===== src/hw/rtl/pcache_pkg.sv =====
// Shared types and constants for the presence cache with miss TTL.
package pcache_pkg;

    localparam int KEY_W       = 32;
    localparam int TICK_W      = 32;
    localparam int IN_DATA_W   = 104;
    localparam int OUT_DATA_W  = 32;
    localparam logic [TICK_W-1:0] TTL_RESET = 32'd5000;

    typedef enum logic [2:0] {
        S_IDLE,
        S_CLASS,
        S_SCAN,
        S_HIT,
        S_MISS,
        S_BYPASS
    } t_state;

    typedef enum logic [1:0] {
        FIN_BYPASS,
        FIN_HIT,
        FIN_MISS
    } t_fin;

    typedef struct packed {
        logic load_in;
        logic start;
        logic step;
        logic finish;
        t_fin fin;
    } t_cmd;

    typedef struct packed {
        logic bypass;
        logic hit;
        logic scan_end;
        logic out_free;
    } t_stat;

    typedef struct packed {
        logic              present;
        logic [TICK_W-1:0] tick;
        logic [KEY_W-1:0]  key;
    } t_entry;

endpackage


===== src/hw/rtl/presence_cache_with_miss_ttl.sv =====
// Top level of the presence cache with miss TTL.
//
//  channel   dir  payload (low bit first)
//  s_axis    in   tdata: source_key, fallback_key, now_tick, probe_present, pad
//                 tuser: is_file_source
//  m_axis    out  tdata: chosen_key; tuser: probe_used
//  cfg       in   data: miss_ttl_ticks
//
// An item that bypasses the table is finished without a scan; any other item is scanned:
// one slot of the entry memory is read per cycle, up to the fill count.
// Synchronous active-low reset empties the table and loads a TTL of 5000.
// A result waits in the output register; the next item is accepted meanwhile,
// and only its final write of a result waits for m_axis_tready.
module presence_cache_with_miss_ttl #(
    parameter int SLOTS = 32
) (
    input  logic                                 i_clk,
    input  logic                                 i_rst_n,
    input  logic                                 i_cfg_valid,
    output logic                                 o_cfg_ready,
    input  logic [pcache_pkg::TICK_W-1:0]        i_cfg_data,
    input  logic                                 s_axis_tvalid,
    output logic                                 s_axis_tready,
    // source_key[31:0], fallback_key[63:32], now_tick[95:64], probe_present[96]
    input  logic [pcache_pkg::IN_DATA_W-1:0]     s_axis_tdata,
    // is_file_source
    input  logic                                 s_axis_tuser,
    output logic                                 m_axis_tvalid,
    input  logic                                 m_axis_tready,
    // chosen_key[31:0]
    output logic [pcache_pkg::OUT_DATA_W-1:0]    m_axis_tdata,
    // probe_used
    output logic                                 m_axis_tuser
);
    import pcache_pkg::*;

    t_cmd  cmd;
    t_stat stat;

    assign o_cfg_ready = 1'b1;

    pcache_ctrl u_ctrl (
        .i_clk     (i_clk),
        .i_rst_n   (i_rst_n),
        .i_s_valid (s_axis_tvalid),
        .o_s_ready (s_axis_tready),
        .i_stat    (stat),
        .o_cmd     (cmd)
    );

    pcache_dp #(
        .SLOTS (SLOTS)
    ) u_dp (
        .i_clk       (i_clk),
        .i_rst_n     (i_rst_n),
        .i_cfg_valid (i_cfg_valid),
        .i_cfg_data  (i_cfg_data),
        .i_s_data    (s_axis_tdata),
        .i_s_user    (s_axis_tuser),
        .i_cmd       (cmd),
        .o_stat      (stat),
        .o_m_valid   (m_axis_tvalid),
        .i_m_ready   (m_axis_tready),
        .o_m_data    (m_axis_tdata),
        .o_m_user    (m_axis_tuser)
    );

endmodule


===== src/hw/rtl/pcache_ctrl.sv =====
// Sequencer for the presence cache: accept, classify, scan, finish.
module pcache_ctrl (
    input  logic              i_clk,
    input  logic              i_rst_n,
    input  logic              i_s_valid,
    output logic              o_s_ready,
    input  pcache_pkg::t_stat i_stat,
    output pcache_pkg::t_cmd  o_cmd
);
    import pcache_pkg::*;

    t_state r_state;
    t_state n_state;

    always_ff @(posedge i_clk) begin
        if (!i_rst_n) begin
            r_state <= S_IDLE;
        end else begin
            r_state <= n_state;
        end
    end

    always_comb begin
        n_state = r_state;
        case (r_state)
            S_IDLE: begin
                if (i_s_valid) n_state = S_CLASS;
            end
            S_CLASS: begin
                n_state = i_stat.bypass ? S_BYPASS : S_SCAN;
            end
            S_SCAN: begin
                if (i_stat.hit) n_state = S_HIT;
                else if (i_stat.scan_end) n_state = S_MISS;
            end
            S_HIT, S_MISS, S_BYPASS: begin
                if (i_stat.out_free) n_state = S_IDLE;
            end
            default: n_state = S_IDLE;
        endcase
    end

    always_comb begin
        o_s_ready    = 1'b0;
        o_cmd        = '0;
        o_cmd.fin    = FIN_BYPASS;
        case (r_state)
            S_IDLE: begin
                o_s_ready     = 1'b1;
                o_cmd.load_in = i_s_valid;
                o_cmd.start   = i_s_valid;
            end
            S_CLASS: begin
                o_cmd.step = !i_stat.bypass;
            end
            S_SCAN: begin
                o_cmd.step = !i_stat.hit && !i_stat.scan_end;
            end
            S_HIT: begin
                o_cmd.finish = i_stat.out_free;
                o_cmd.fin    = FIN_HIT;
            end
            S_MISS: begin
                o_cmd.finish = i_stat.out_free;
                o_cmd.fin    = FIN_MISS;
            end
            S_BYPASS: begin
                o_cmd.finish = i_stat.out_free;
                o_cmd.fin    = FIN_BYPASS;
            end
            default: begin
                o_s_ready = 1'b0;
            end
        endcase
    end

    a_accept_to_class: assert property (@(posedge i_clk) disable iff (!i_rst_n)
        (r_state == S_IDLE && i_s_valid) |=> (r_state == S_CLASS))
        else $error("accepted beat did not move to classify");

    a_hit_to_hit: assert property (@(posedge i_clk) disable iff (!i_rst_n)
        (r_state == S_SCAN && i_stat.hit) |=> (r_state == S_HIT))
        else $error("scan hit not followed by hit state");

    a_finish_free: assert property (@(posedge i_clk) disable iff (!i_rst_n)
        o_cmd.finish |-> i_stat.out_free)
        else $error("finish issued while output register busy");

endmodule


===== src/hw/rtl/pcache_dp.sv =====
// Datapath: item latch, entry memory, scan pipe, decision and output register.
module pcache_dp #(
    parameter int SLOTS = 32
) (
    input  logic                                 i_clk,
    input  logic                                 i_rst_n,
    input  logic                                 i_cfg_valid,
    input  logic [pcache_pkg::TICK_W-1:0]        i_cfg_data,
    input  logic [pcache_pkg::IN_DATA_W-1:0]     i_s_data,
    input  logic                                 i_s_user,
    input  pcache_pkg::t_cmd                     i_cmd,
    output pcache_pkg::t_stat                    o_stat,
    output logic                                 o_m_valid,
    input  logic                                 i_m_ready,
    output logic [pcache_pkg::OUT_DATA_W-1:0]    o_m_data,
    output logic                                 o_m_user
);
    import pcache_pkg::*;

    localparam int IW = (SLOTS > 1) ? $clog2(SLOTS) : 1;
    localparam int CW = $clog2(SLOTS + 1);

    logic [KEY_W-1:0]  r_key;
    logic [KEY_W-1:0]  r_fb;
    logic              r_file;
    logic [TICK_W-1:0] r_now;
    logic              r_probe;
    logic [TICK_W-1:0] r_ttl;
    logic [CW-1:0]     r_count;
    logic [CW-1:0]     r_idx;
    logic [CW-1:0]     r_cmp_idx;
    logic              r_cmp_live;
    t_entry            r_rd;
    t_entry            r_mem [SLOTS];
    logic              r_out_valid;
    logic [KEY_W-1:0]  r_out_key;
    logic              r_out_used;

    logic [TICK_W-1:0] age;
    logic              fresh;
    logic [KEY_W-1:0]  probe_key;
    logic [KEY_W-1:0]  n_out_key;
    logic              n_out_used;
    logic              wr_en;
    logic [IW-1:0]     wr_addr;
    logic              fill;
    t_entry            wr_data;

    assign age       = r_now - r_rd.tick;
    assign fresh     = age < r_ttl;
    assign probe_key = r_probe ? r_key : r_fb;

    assign o_stat.bypass   = (r_key == '0) || !r_file;
    assign o_stat.hit      = r_cmp_live && (r_rd.key == r_key);
    assign o_stat.scan_end = !r_cmp_live;
    assign o_stat.out_free = !r_out_valid || i_m_ready;

    assign wr_data.key     = r_key;
    assign wr_data.tick    = r_now;
    assign wr_data.present = r_probe;

    always_comb begin
        n_out_key  = probe_key;
        n_out_used = 1'b1;
        wr_en      = 1'b0;
        wr_addr    = r_cmp_idx[IW-1:0];
        fill       = 1'b0;
        case (i_cmd.fin)
            FIN_BYPASS: begin
                n_out_key  = (r_key == '0) ? r_fb : r_key;
                n_out_used = 1'b0;
            end
            FIN_HIT: begin
                if (r_rd.present) begin
                    n_out_key  = r_key;
                    n_out_used = 1'b0;
                end else if (fresh) begin
                    n_out_key  = r_fb;
                    n_out_used = 1'b0;
                end else begin
                    wr_en = i_cmd.finish;
                end
            end
            FIN_MISS: begin
                wr_addr = r_count[IW-1:0];
                fill    = i_cmd.finish && (r_count < CW'(SLOTS));
                wr_en   = fill;
            end
            default: begin
                n_out_used = 1'b0;
            end
        endcase
    end

    always_ff @(posedge i_clk) begin
        if (i_cmd.load_in) begin
            r_key   <= i_s_data[31:0];
            r_fb    <= i_s_data[63:32];
            r_now   <= i_s_data[95:64];
            r_probe <= i_s_data[96];
            r_file  <= i_s_user;
        end
        if (i_cmd.step) begin
            r_cmp_idx <= r_idx;
        end
        if (i_cmd.finish) begin
            r_out_key  <= n_out_key;
            r_out_used <= n_out_used;
        end
    end

    always_ff @(posedge i_clk) begin
        if (!i_rst_n) begin
            r_ttl       <= TTL_RESET;
            r_count     <= '0;
            r_idx       <= '0;
            r_cmp_live  <= 1'b0;
            r_out_valid <= 1'b0;
        end else begin
            if (i_cfg_valid) r_ttl <= i_cfg_data;
            if (fill) r_count <= r_count + CW'(1);
            if (i_cmd.start) begin
                r_idx      <= '0;
                r_cmp_live <= 1'b0;
            end else if (i_cmd.step) begin
                r_idx      <= r_idx + CW'(1);
                r_cmp_live <= r_idx < r_count;
            end
            if (i_cmd.finish) r_out_valid <= 1'b1;
            else if (i_m_ready) r_out_valid <= 1'b0;
        end
    end

    always_ff @(posedge i_clk) begin
        if (i_cmd.step) r_rd <= r_mem[r_idx[IW-1:0]];
        if (wr_en) r_mem[wr_addr] <= wr_data;
    end

    assign o_m_valid = r_out_valid;
    assign o_m_data  = r_out_key;
    assign o_m_user  = r_out_used;

    a_count_bound: assert property (@(posedge i_clk) disable iff (!i_rst_n)
        r_count <= CW'(SLOTS))
        else $error("fill count beyond table size");

    a_count_mono: assert property (@(posedge i_clk) disable iff (!i_rst_n)
        $past(i_rst_n) |-> (r_count >= $past(r_count)))
        else $error("fill count went backwards");

    a_finish_out: assert property (@(posedge i_clk) disable iff (!i_rst_n)
        i_cmd.finish |=> r_out_valid)
        else $error("finished item not in output register");

endmodule

===== config.mk =====
export PLATFORM = sky130hd
export DESIGN_NAME = presence_cache_with_miss_ttl
export DESIGN_NICKNAME = d
export VERILOG_FILES = /design/src/hw/rtl/pcache_pkg.sv /design/src/hw/rtl/presence_cache_with_miss_ttl.sv /design/src/hw/rtl/pcache_ctrl.sv /design/src/hw/rtl/pcache_dp.sv
export SDC_FILE = /design/constraint.sdc
export NUM_CORES = 2
export LEC_CHECK = 0
export ABC_AREA = 0
export BUFFER_PORTS_ARGS = -buffer_cell sky130_fd_sc_hd__buf_2
export CORE_MARGIN = 5
export CORE_UTILIZATION = 40
export DETAILED_ROUTE_END_ITERATION = 10
export PLACE_DENSITY = 0.52
export SLEW_MARGIN = 20
export SYNTH_ARGS = -nofsm -noshare
export SYNTH_HDL_FRONTEND = slang
export SYNTH_SLANG_ARGS = --single-unit

===== constraint.sdc =====
create_clock -name i_clk -period 9.85 [get_ports i_clk]
set_clock_uncertainty 0.2 [all_clocks]
set_input_delay 0.985 -clock i_clk [delete_from_list [all_inputs] [get_ports i_clk]]
set_output_delay 0.985 -clock i_clk [all_outputs]
set_load 0.02 [all_outputs]

* Word-level counts from Yosys, hierarchy flattened
Memory sizes are Yosys's and may differ from the RTL's. A register that Yosys moved wholly into a read port is not among the register bits.
Cells that the tools add are included.
W data, S select, Z words.
** Cells by class
- Add/sub/neg operators :: 3
- $mul :: 0
- Div/mod/pow operators :: 0
- Magnitude comparators :: 3
- Equality and inequality tests :: 11
- Shift operators :: 0
- Multiplexer cells :: 27
- Bitwise logic cells :: 1
- Reduce and logical (&&, ||, !) cells :: 16
** Operators with widths (count)
- $mux W32 :: 4
- $pmux W32 S2 :: 1
- $eq A32 B32 Y1 :: 1
- $logic_not A32 Y1 :: 1
- $lt A32 B32 Y1 :: 1
- $sub A32 B32 Y32 :: 1
- $mux W3 :: 5
- $add A6 B1 Y6 const B :: 2
- $pmux W3 S4 :: 1
- $mux W1 :: 10
- $pmux W3 S3 :: 1
- $eq A3 B2 Y1 const B :: 2
- $eq A3 B3 Y1 const B :: 2
- $lt A6 B6 Y1 :: 1
- $lt A6 B6 Y1 const B :: 1
- $pmux W1 S2 :: 3
- $mux W5 :: 1
- $logic_not A1 Y1 :: 4
- $eq A3 B1 Y1 const B :: 1
- $logic_and A1 B1 Y1 :: 3
- $logic_not A3 Y1 :: 1
- $ne A3 B3 Y1 const B :: 1
- $reduce_and A3 Y1 :: 1
- $reduce_or A3 Y1 :: 1
- 10 further kinds :: 11
** Word-level totals
- Flip-flop bits (word level) :: 185
- Bits in latches :: 0
- Memory bits (writable) :: 2080
- Bits in read-only memories :: 0
- Input port bits :: 142
- Output and inout port bits :: 36
- Logic and storage cells :: 76
- Memories kept :: 1
** Memory list
- u_dp.r_mem :: depth 32, bits a word 65, read ports 1, clocked after memory_dff 1, wr ports 1, line pcache_dp.sv:34 : t_entry r_mem [SLOTS];

* Longest topological paths before layout
- Depth in word-level cells :: 8
- Depth in mapped cells :: 24
- Gate-level depth less buffers :: 23

* By module
From an unflattened synthesis, not the netlist that was laid out.
** Second synthesis, totals
- Cell total of the unflattened synthesis :: 4171
- Area, all modules :: 91984.5 sq um
** Modules (own cells, without submodules)
- pcache_dp :: instances 1, cells an instance 4130, area an instance 91685.4 sq um, seq. area each 69416.6 sq um
- pcache_ctrl :: instances 1, cells an instance 39, area an instance 287.8 sq um, seq. area each 60.1 sq um
- presence_cache_with_miss_ttl :: instances 1, cells an instance 2, area an instance 11.3 sq um, seq. area each 0.0 sq um

* Worst setup path after synthesis
OpenSTA, ideal clock, no wires.
- Path type :: flip-flop to flip-flop
- Start :: register u_dp.r_now[0]
- End :: memory u_dp.r_mem[0][0] in the netlist's numbering, enable pin
- Library setup time :: 489 ps
- Arrival :: 6860 ps
- Required time :: 9161 ps
- Slack :: 2301 ps
- Stages on the path, launching flop included :: 24
- Buffers on the path :: 0
- Clock period less this slack :: 7549 ps
- Cell sequence :: edfxtp_1 inv_1 ha_1 inv_1 fa_1 a21oi_1 o21bai_1 or2_1 a211oi_1 nor2b_1 o21ai_1 a21oi_1 a41oi_1 xnor2_1 ha_1 nand4_1 o21ai_1 a21oi_1 a21oi_1 o21ai_0 a21oi_1 a21bo_2 o21ai_1 nor2_1
** On the way
- Word-level cells in the longest chain between the ends :: 7
** RTL lines
- start, declared :: line pcache_dp.sv:26 : logic [TICK_W-1:0] r_now;
- start signal, assigned :: line pcache_dp.sv:99 : r_now <= i_s_data[95:64];
- $sub A32 B32 Y32 :: line pcache_dp.sv:49 : assign age = r_now - r_rd.tick;
- $lt A32 B32 Y1 :: line pcache_dp.sv:50 : assign fresh = age < r_ttl;
- $mux W1 :: line pcache_dp.sv:77 : end else if (fresh) begin
- $mux W1 :: line pcache_dp.sv:74 : if (r_rd.present) begin
- $pmux W1 S2 :: line pcache_dp.sv:68 : case (i_cmd.fin)
- $mux W1 :: line pcache_dp.sv:136 : if (wr_en) r_mem[wr_addr] <= wr_data;
- $mux W1 (implied by the code) :: line pcache_dp.sv:136
- end, declared :: line pcache_dp.sv:34
Every way passes these cells.

* Final worst setup path
- Start :: register u_dp.r_now[8]
- End :: memory u_dp.r_mem[27][38] in the netlist's numbering, enable pin
The elaborated chain is that of the path after synthesis.

==> results.toml <==
[clocking]
clk_transition_reported_paths_ns = 0.06
clk_latency_ns = 0.88
htree_levels = 4
ctsLongestPathBuffers = 3
post-cts-setup-buffers = 0
cts_tree = "yes"
clockRootBuffer = "sky130_fd_sc_hd__clkbuf_16"
count_of_clock_tree_sinks = 2330
cts_inserted_buffers = 236

[layout]
layout.cells.most_common = "sky130_fd_sc_hd__edfxtp_1"
num-fill-cells = 18570
final-instance-count-excl-fill = 7464
num-nets-final = 4480
most-common-layout-cells = "sky130_fd_sc_hd__edfxtp_1 (2,281), sky130_fd_sc_hd__mux4_2 (650), sky130_fd_sc_hd__clkbuf_16 (236)"
syn_to_final_growth_pct = 14.75
finish.utilization_pct = 46.05
drive_gt1_share_pct = 31.96

[die]
initial_utilization_pct = 40.13
ioPinCount = 178
dieHeight_um = 484.5
dieArea_mm2 = 0.2348
core_area_mm2 = 0.2245
die_x_um = 484.5
rows = 174

[route]
dr_total_vias = 41070
post_drt_wl_per_cell_um = 30.24
drt.antenna.violating_nets = 0
drt_wl_total_um = 225700
initialDrtViolationCount = 3579
detail_route.drc_violations = 0
route.detailed.vias_per_inst = 5.503
drt_pre_antenna_iters = 7

[place]
numPortBuffers = 169
finalWeightedCongestion = 0.7442
detailedPlacementHpwl_um = 120400
dpl.cell_count = 7009
dpl_worst_slack_ns = 2.072

[yosys]
ys_seq_area_share_pct = 77.13
syn_area_per_cell_um2 = 23.31
synth_enable_flop_cells = 2281
ys_ff_latch = 2330
yosysWarnings = 0
syn_inst = 3864
synth_ff_type = "sky130_fd_sc_hd__edfxtp_1"
async_set_reset_flop_share_out_of_synthesis_pct = 0
synth_cell_type_count = 66
netlist.top_cell.by_area = "sky130_fd_sc_hd__edfxtp_1"
synth.net_count = 4076
synth.top_cells.by_area = "sky130_fd_sc_hd__edfxtp_1 (76%), sky130_fd_sc_hd__mux4_2 (16%), sky130_fd_sc_hd__dfxtp_1 (1.1%)"
netlist.area_leader.share_pct = 76.04
syn-cell-area_mm2 = 0.09007

[power]
max-vdd-ir-drop_v = 0.0001640
static-leakage-power_nw = 31.75
power_per_cell_area_mw_per_mm2 = 208.9
total_power_mw = 21.59

[setup_path]
worstPathArrival_ns = 8.07
setup.worst_path.class = "reg -> reg"
critical-path-max-stage-delay_ns = 1.04
path_delay_family = "compound AO/OA/AOI/OAI gates"
slowest_stage = "sky130_fd_sc_hd__edfxtp_1"
crit_fanout = 33
required_ns = 10.14
timing.critical_path.buf_inv = 1
startpoint = "u_dp.r_now[8]"
worstSetupEndpointType = "flop"
crit_path_frequent_cell = "sky130_fd_sc_hd__a21oi_1"
r2r_start = "u_dp.r_now[8]"
crit_path_cell_trace = "ha_1 -> a21o_1 -> a221o_1 -> a211oi_1 -> nor2b_1 -> o21ai_1 -> a21oi_1 -> a41oi_1 -> xnor2_1 -> ha_1 -> nand4_1 -> o21ai_1 -> a21oi_1 -> a21oi_1 -> o21ai_0 -> a21oi_1 -> a21bo_2 -> nand2_1 -> nor2_4 -> buf_4"
timing.critical_path.from_type = "flop"

[grt]
first_global_vias = 42660
grt_antenna_before_repair = 12
grt_overflow = 0
wire_length_of_the_first_global_routing_pass_um = 321800
grt_usage_pct = 19.05
maximum_number_of_pins_on_one_net_before_global_route_repair = 145

[sta]
drv_slew = 0
setup_slack_ns = 2.070
hold_violations = 0
setup_violations = 0
highest_clock_rate_mhz = 128.5
final.min_clock_period_ns = 7.780
timing.setup.tns_ns = 0
final_min_period_over_clock_period_pct = 78.98
transition_time_at_the_pin_with_the_least_slew_margin_ns = 1.256
slew-limit-headroom_pct = 16.26
rsz0062_at_grt = "false"

[outcome]
status = "finished clean"

[hold_path]
min_path_type = "in -> reg"
source_of_the_worst_hold_timing_path = "s_axis_tdata[54]"

[job]
maxCapViolations = 0
cell type report:
class | count | area [µm²] | share of cell area, %
sequential | 2330 | 69500 | 67.24
inverter | 80 | 300.3 | 0.2905
multi-input combinational | 1285 | 19860 | 19.22
clock buffer | 299 | 6142 | 5.943
clock inverter | 142 | 1393 | 1.347
timing repair buffer | 335 | 2419 | 2.340
tap | 2992 | 3744 | 3.622
antenna | 1 | 2.502 | 0.002421
synth_stat cells, types with 8 or more instances:
| cell type | number |
|---|---|
| sky130_fd_sc_hd__a21o_1 | 23 |
| sky130_fd_sc_hd__a21oi_1 | 38 |
| sky130_fd_sc_hd__and3_1 | 8 |
| sky130_fd_sc_hd__buf_1 | 17 |
| sky130_fd_sc_hd__buf_2 | 54 |
| sky130_fd_sc_hd__clkbuf_1 | 97 |
| sky130_fd_sc_hd__dfxtp_1 | 49 |
| sky130_fd_sc_hd__edfxtp_1 | 2281 |
| sky130_fd_sc_hd__ha_1 | 69 |
| sky130_fd_sc_hd__inv_1 | 78 |
| sky130_fd_sc_hd__mux2_1 | 30 |
| sky130_fd_sc_hd__mux2_2 | 67 |
| sky130_fd_sc_hd__mux2i_1 | 30 |
| sky130_fd_sc_hd__mux4_2 | 650 |
| sky130_fd_sc_hd__nand2_1 | 32 |
| sky130_fd_sc_hd__nand3_1 | 8 |
| sky130_fd_sc_hd__nand4_1 | 24 |
| sky130_fd_sc_hd__nor2_1 | 99 |
| sky130_fd_sc_hd__nor3_1 | 13 |
| sky130_fd_sc_hd__nor4_1 | 12 |
| sky130_fd_sc_hd__o21ai_0 | 15 |
| sky130_fd_sc_hd__o21ai_1 | 9 |
| sky130_fd_sc_hd__xnor2_1 | 58 |
| sky130_fd_sc_hd__xor2_1 | 11 |
repair_timing:
item	CTS	global route
hold buffers	6	0
hold endpoints to repair	6	0
gates resized for setup	0	0
worst paths after layout:
check,to,slack [ns],cells past startpoint
max reg2reg,u_dp.r_mem[27][38],2.07,20
min reg2reg,u_dp.r_ttl[3],0.29,2
max,u_dp.r_mem[27][38],2.07,20
min,u_dp.r_fb[22],0.09,1
worst reg2reg max path: stages, from the launching register on:
cell                       delay [ns]
sky130_fd_sc_hd__edfxtp_1        1.04
sky130_fd_sc_hd__ha_1            0.46
sky130_fd_sc_hd__a21o_1          0.23
sky130_fd_sc_hd__a221o_1         0.40
sky130_fd_sc_hd__a211oi_1        0.58
sky130_fd_sc_hd__nor2b_1         0.10
sky130_fd_sc_hd__o21ai_1         0.16
sky130_fd_sc_hd__a21oi_1         0.12
sky130_fd_sc_hd__a41oi_1         0.27
sky130_fd_sc_hd__xnor2_1         0.11
sky130_fd_sc_hd__ha_1            0.28
sky130_fd_sc_hd__nand4_1         0.11
sky130_fd_sc_hd__o21ai_1         0.15
sky130_fd_sc_hd__a21oi_1         0.06
sky130_fd_sc_hd__a21oi_1         0.15
sky130_fd_sc_hd__o21ai_0         0.11
sky130_fd_sc_hd__a21oi_1         0.77
sky130_fd_sc_hd__a21bo_2         0.31
sky130_fd_sc_hd__nand2_1         0.42
sky130_fd_sc_hd__nor2_4          0.88
sky130_fd_sc_hd__buf_4           0.51
logic make-up (layout without fill, tap and decap cells):
| family | after synthesis | in the layout | share of synthesized area [%] |
|---|---|---|---|
| muxes | 777 | 777 | 17.80 |
| and+or+nand+nor | 221 | 221 | 1.160 |
| adders and majority gates | 70 | 70 | 0.9807 |
| buffers and inverters | 249 | 856 | 1.117 |
| other | 1 | 2 | 0.004163 |
| AOI/OAI and AO/OA | 147 | 147 | 1.136 |
| xor gates and xnor gates | 69 | 69 | 0.6709 |
| DFF | 2330 | 2330 | 77.13 |
power by group:
group | leakage (nW) | total, mW | switching (mW) | internal, mW
combinational | 7.13 | 1.58 | 0.958 | 0.622
sequential | 21.0 | 11.3 | 0.0944 | 11.2
clock | 3.64 | 8.70 | 3.82 | 4.88
per-layer routing:
metal / track usage (%) / wire [µm]
met5: 0 / 0
met4: 3.740 / 3680
met3: 2.805 / 10610
met2: 31.54 / 112200
met1: 27.24 / 99170
metrics by stage:
step / hold slack, ns / cell area, µm²
global placement: 0.2791 / 95660
CTS: 0.002802 / 103300
global route: 0.01369 / 103400
detailed placement: 0.2828 / 95660
finish: 0.08731 / 103400
floorplan: 0.2348 / 90070
registers in the layout (all words and copies together), names as in the netlist, 32 cells and up:
register and count:
u_dp.o_m_data 32, u_dp.r_fb 32, u_dp.r_key 32, u_dp.r_mem 2080, u_dp.r_now 32, u_dp.r_rd 65, u_dp.r_ttl 32
No activity file was read; power rests on OpenSTA's default activity.
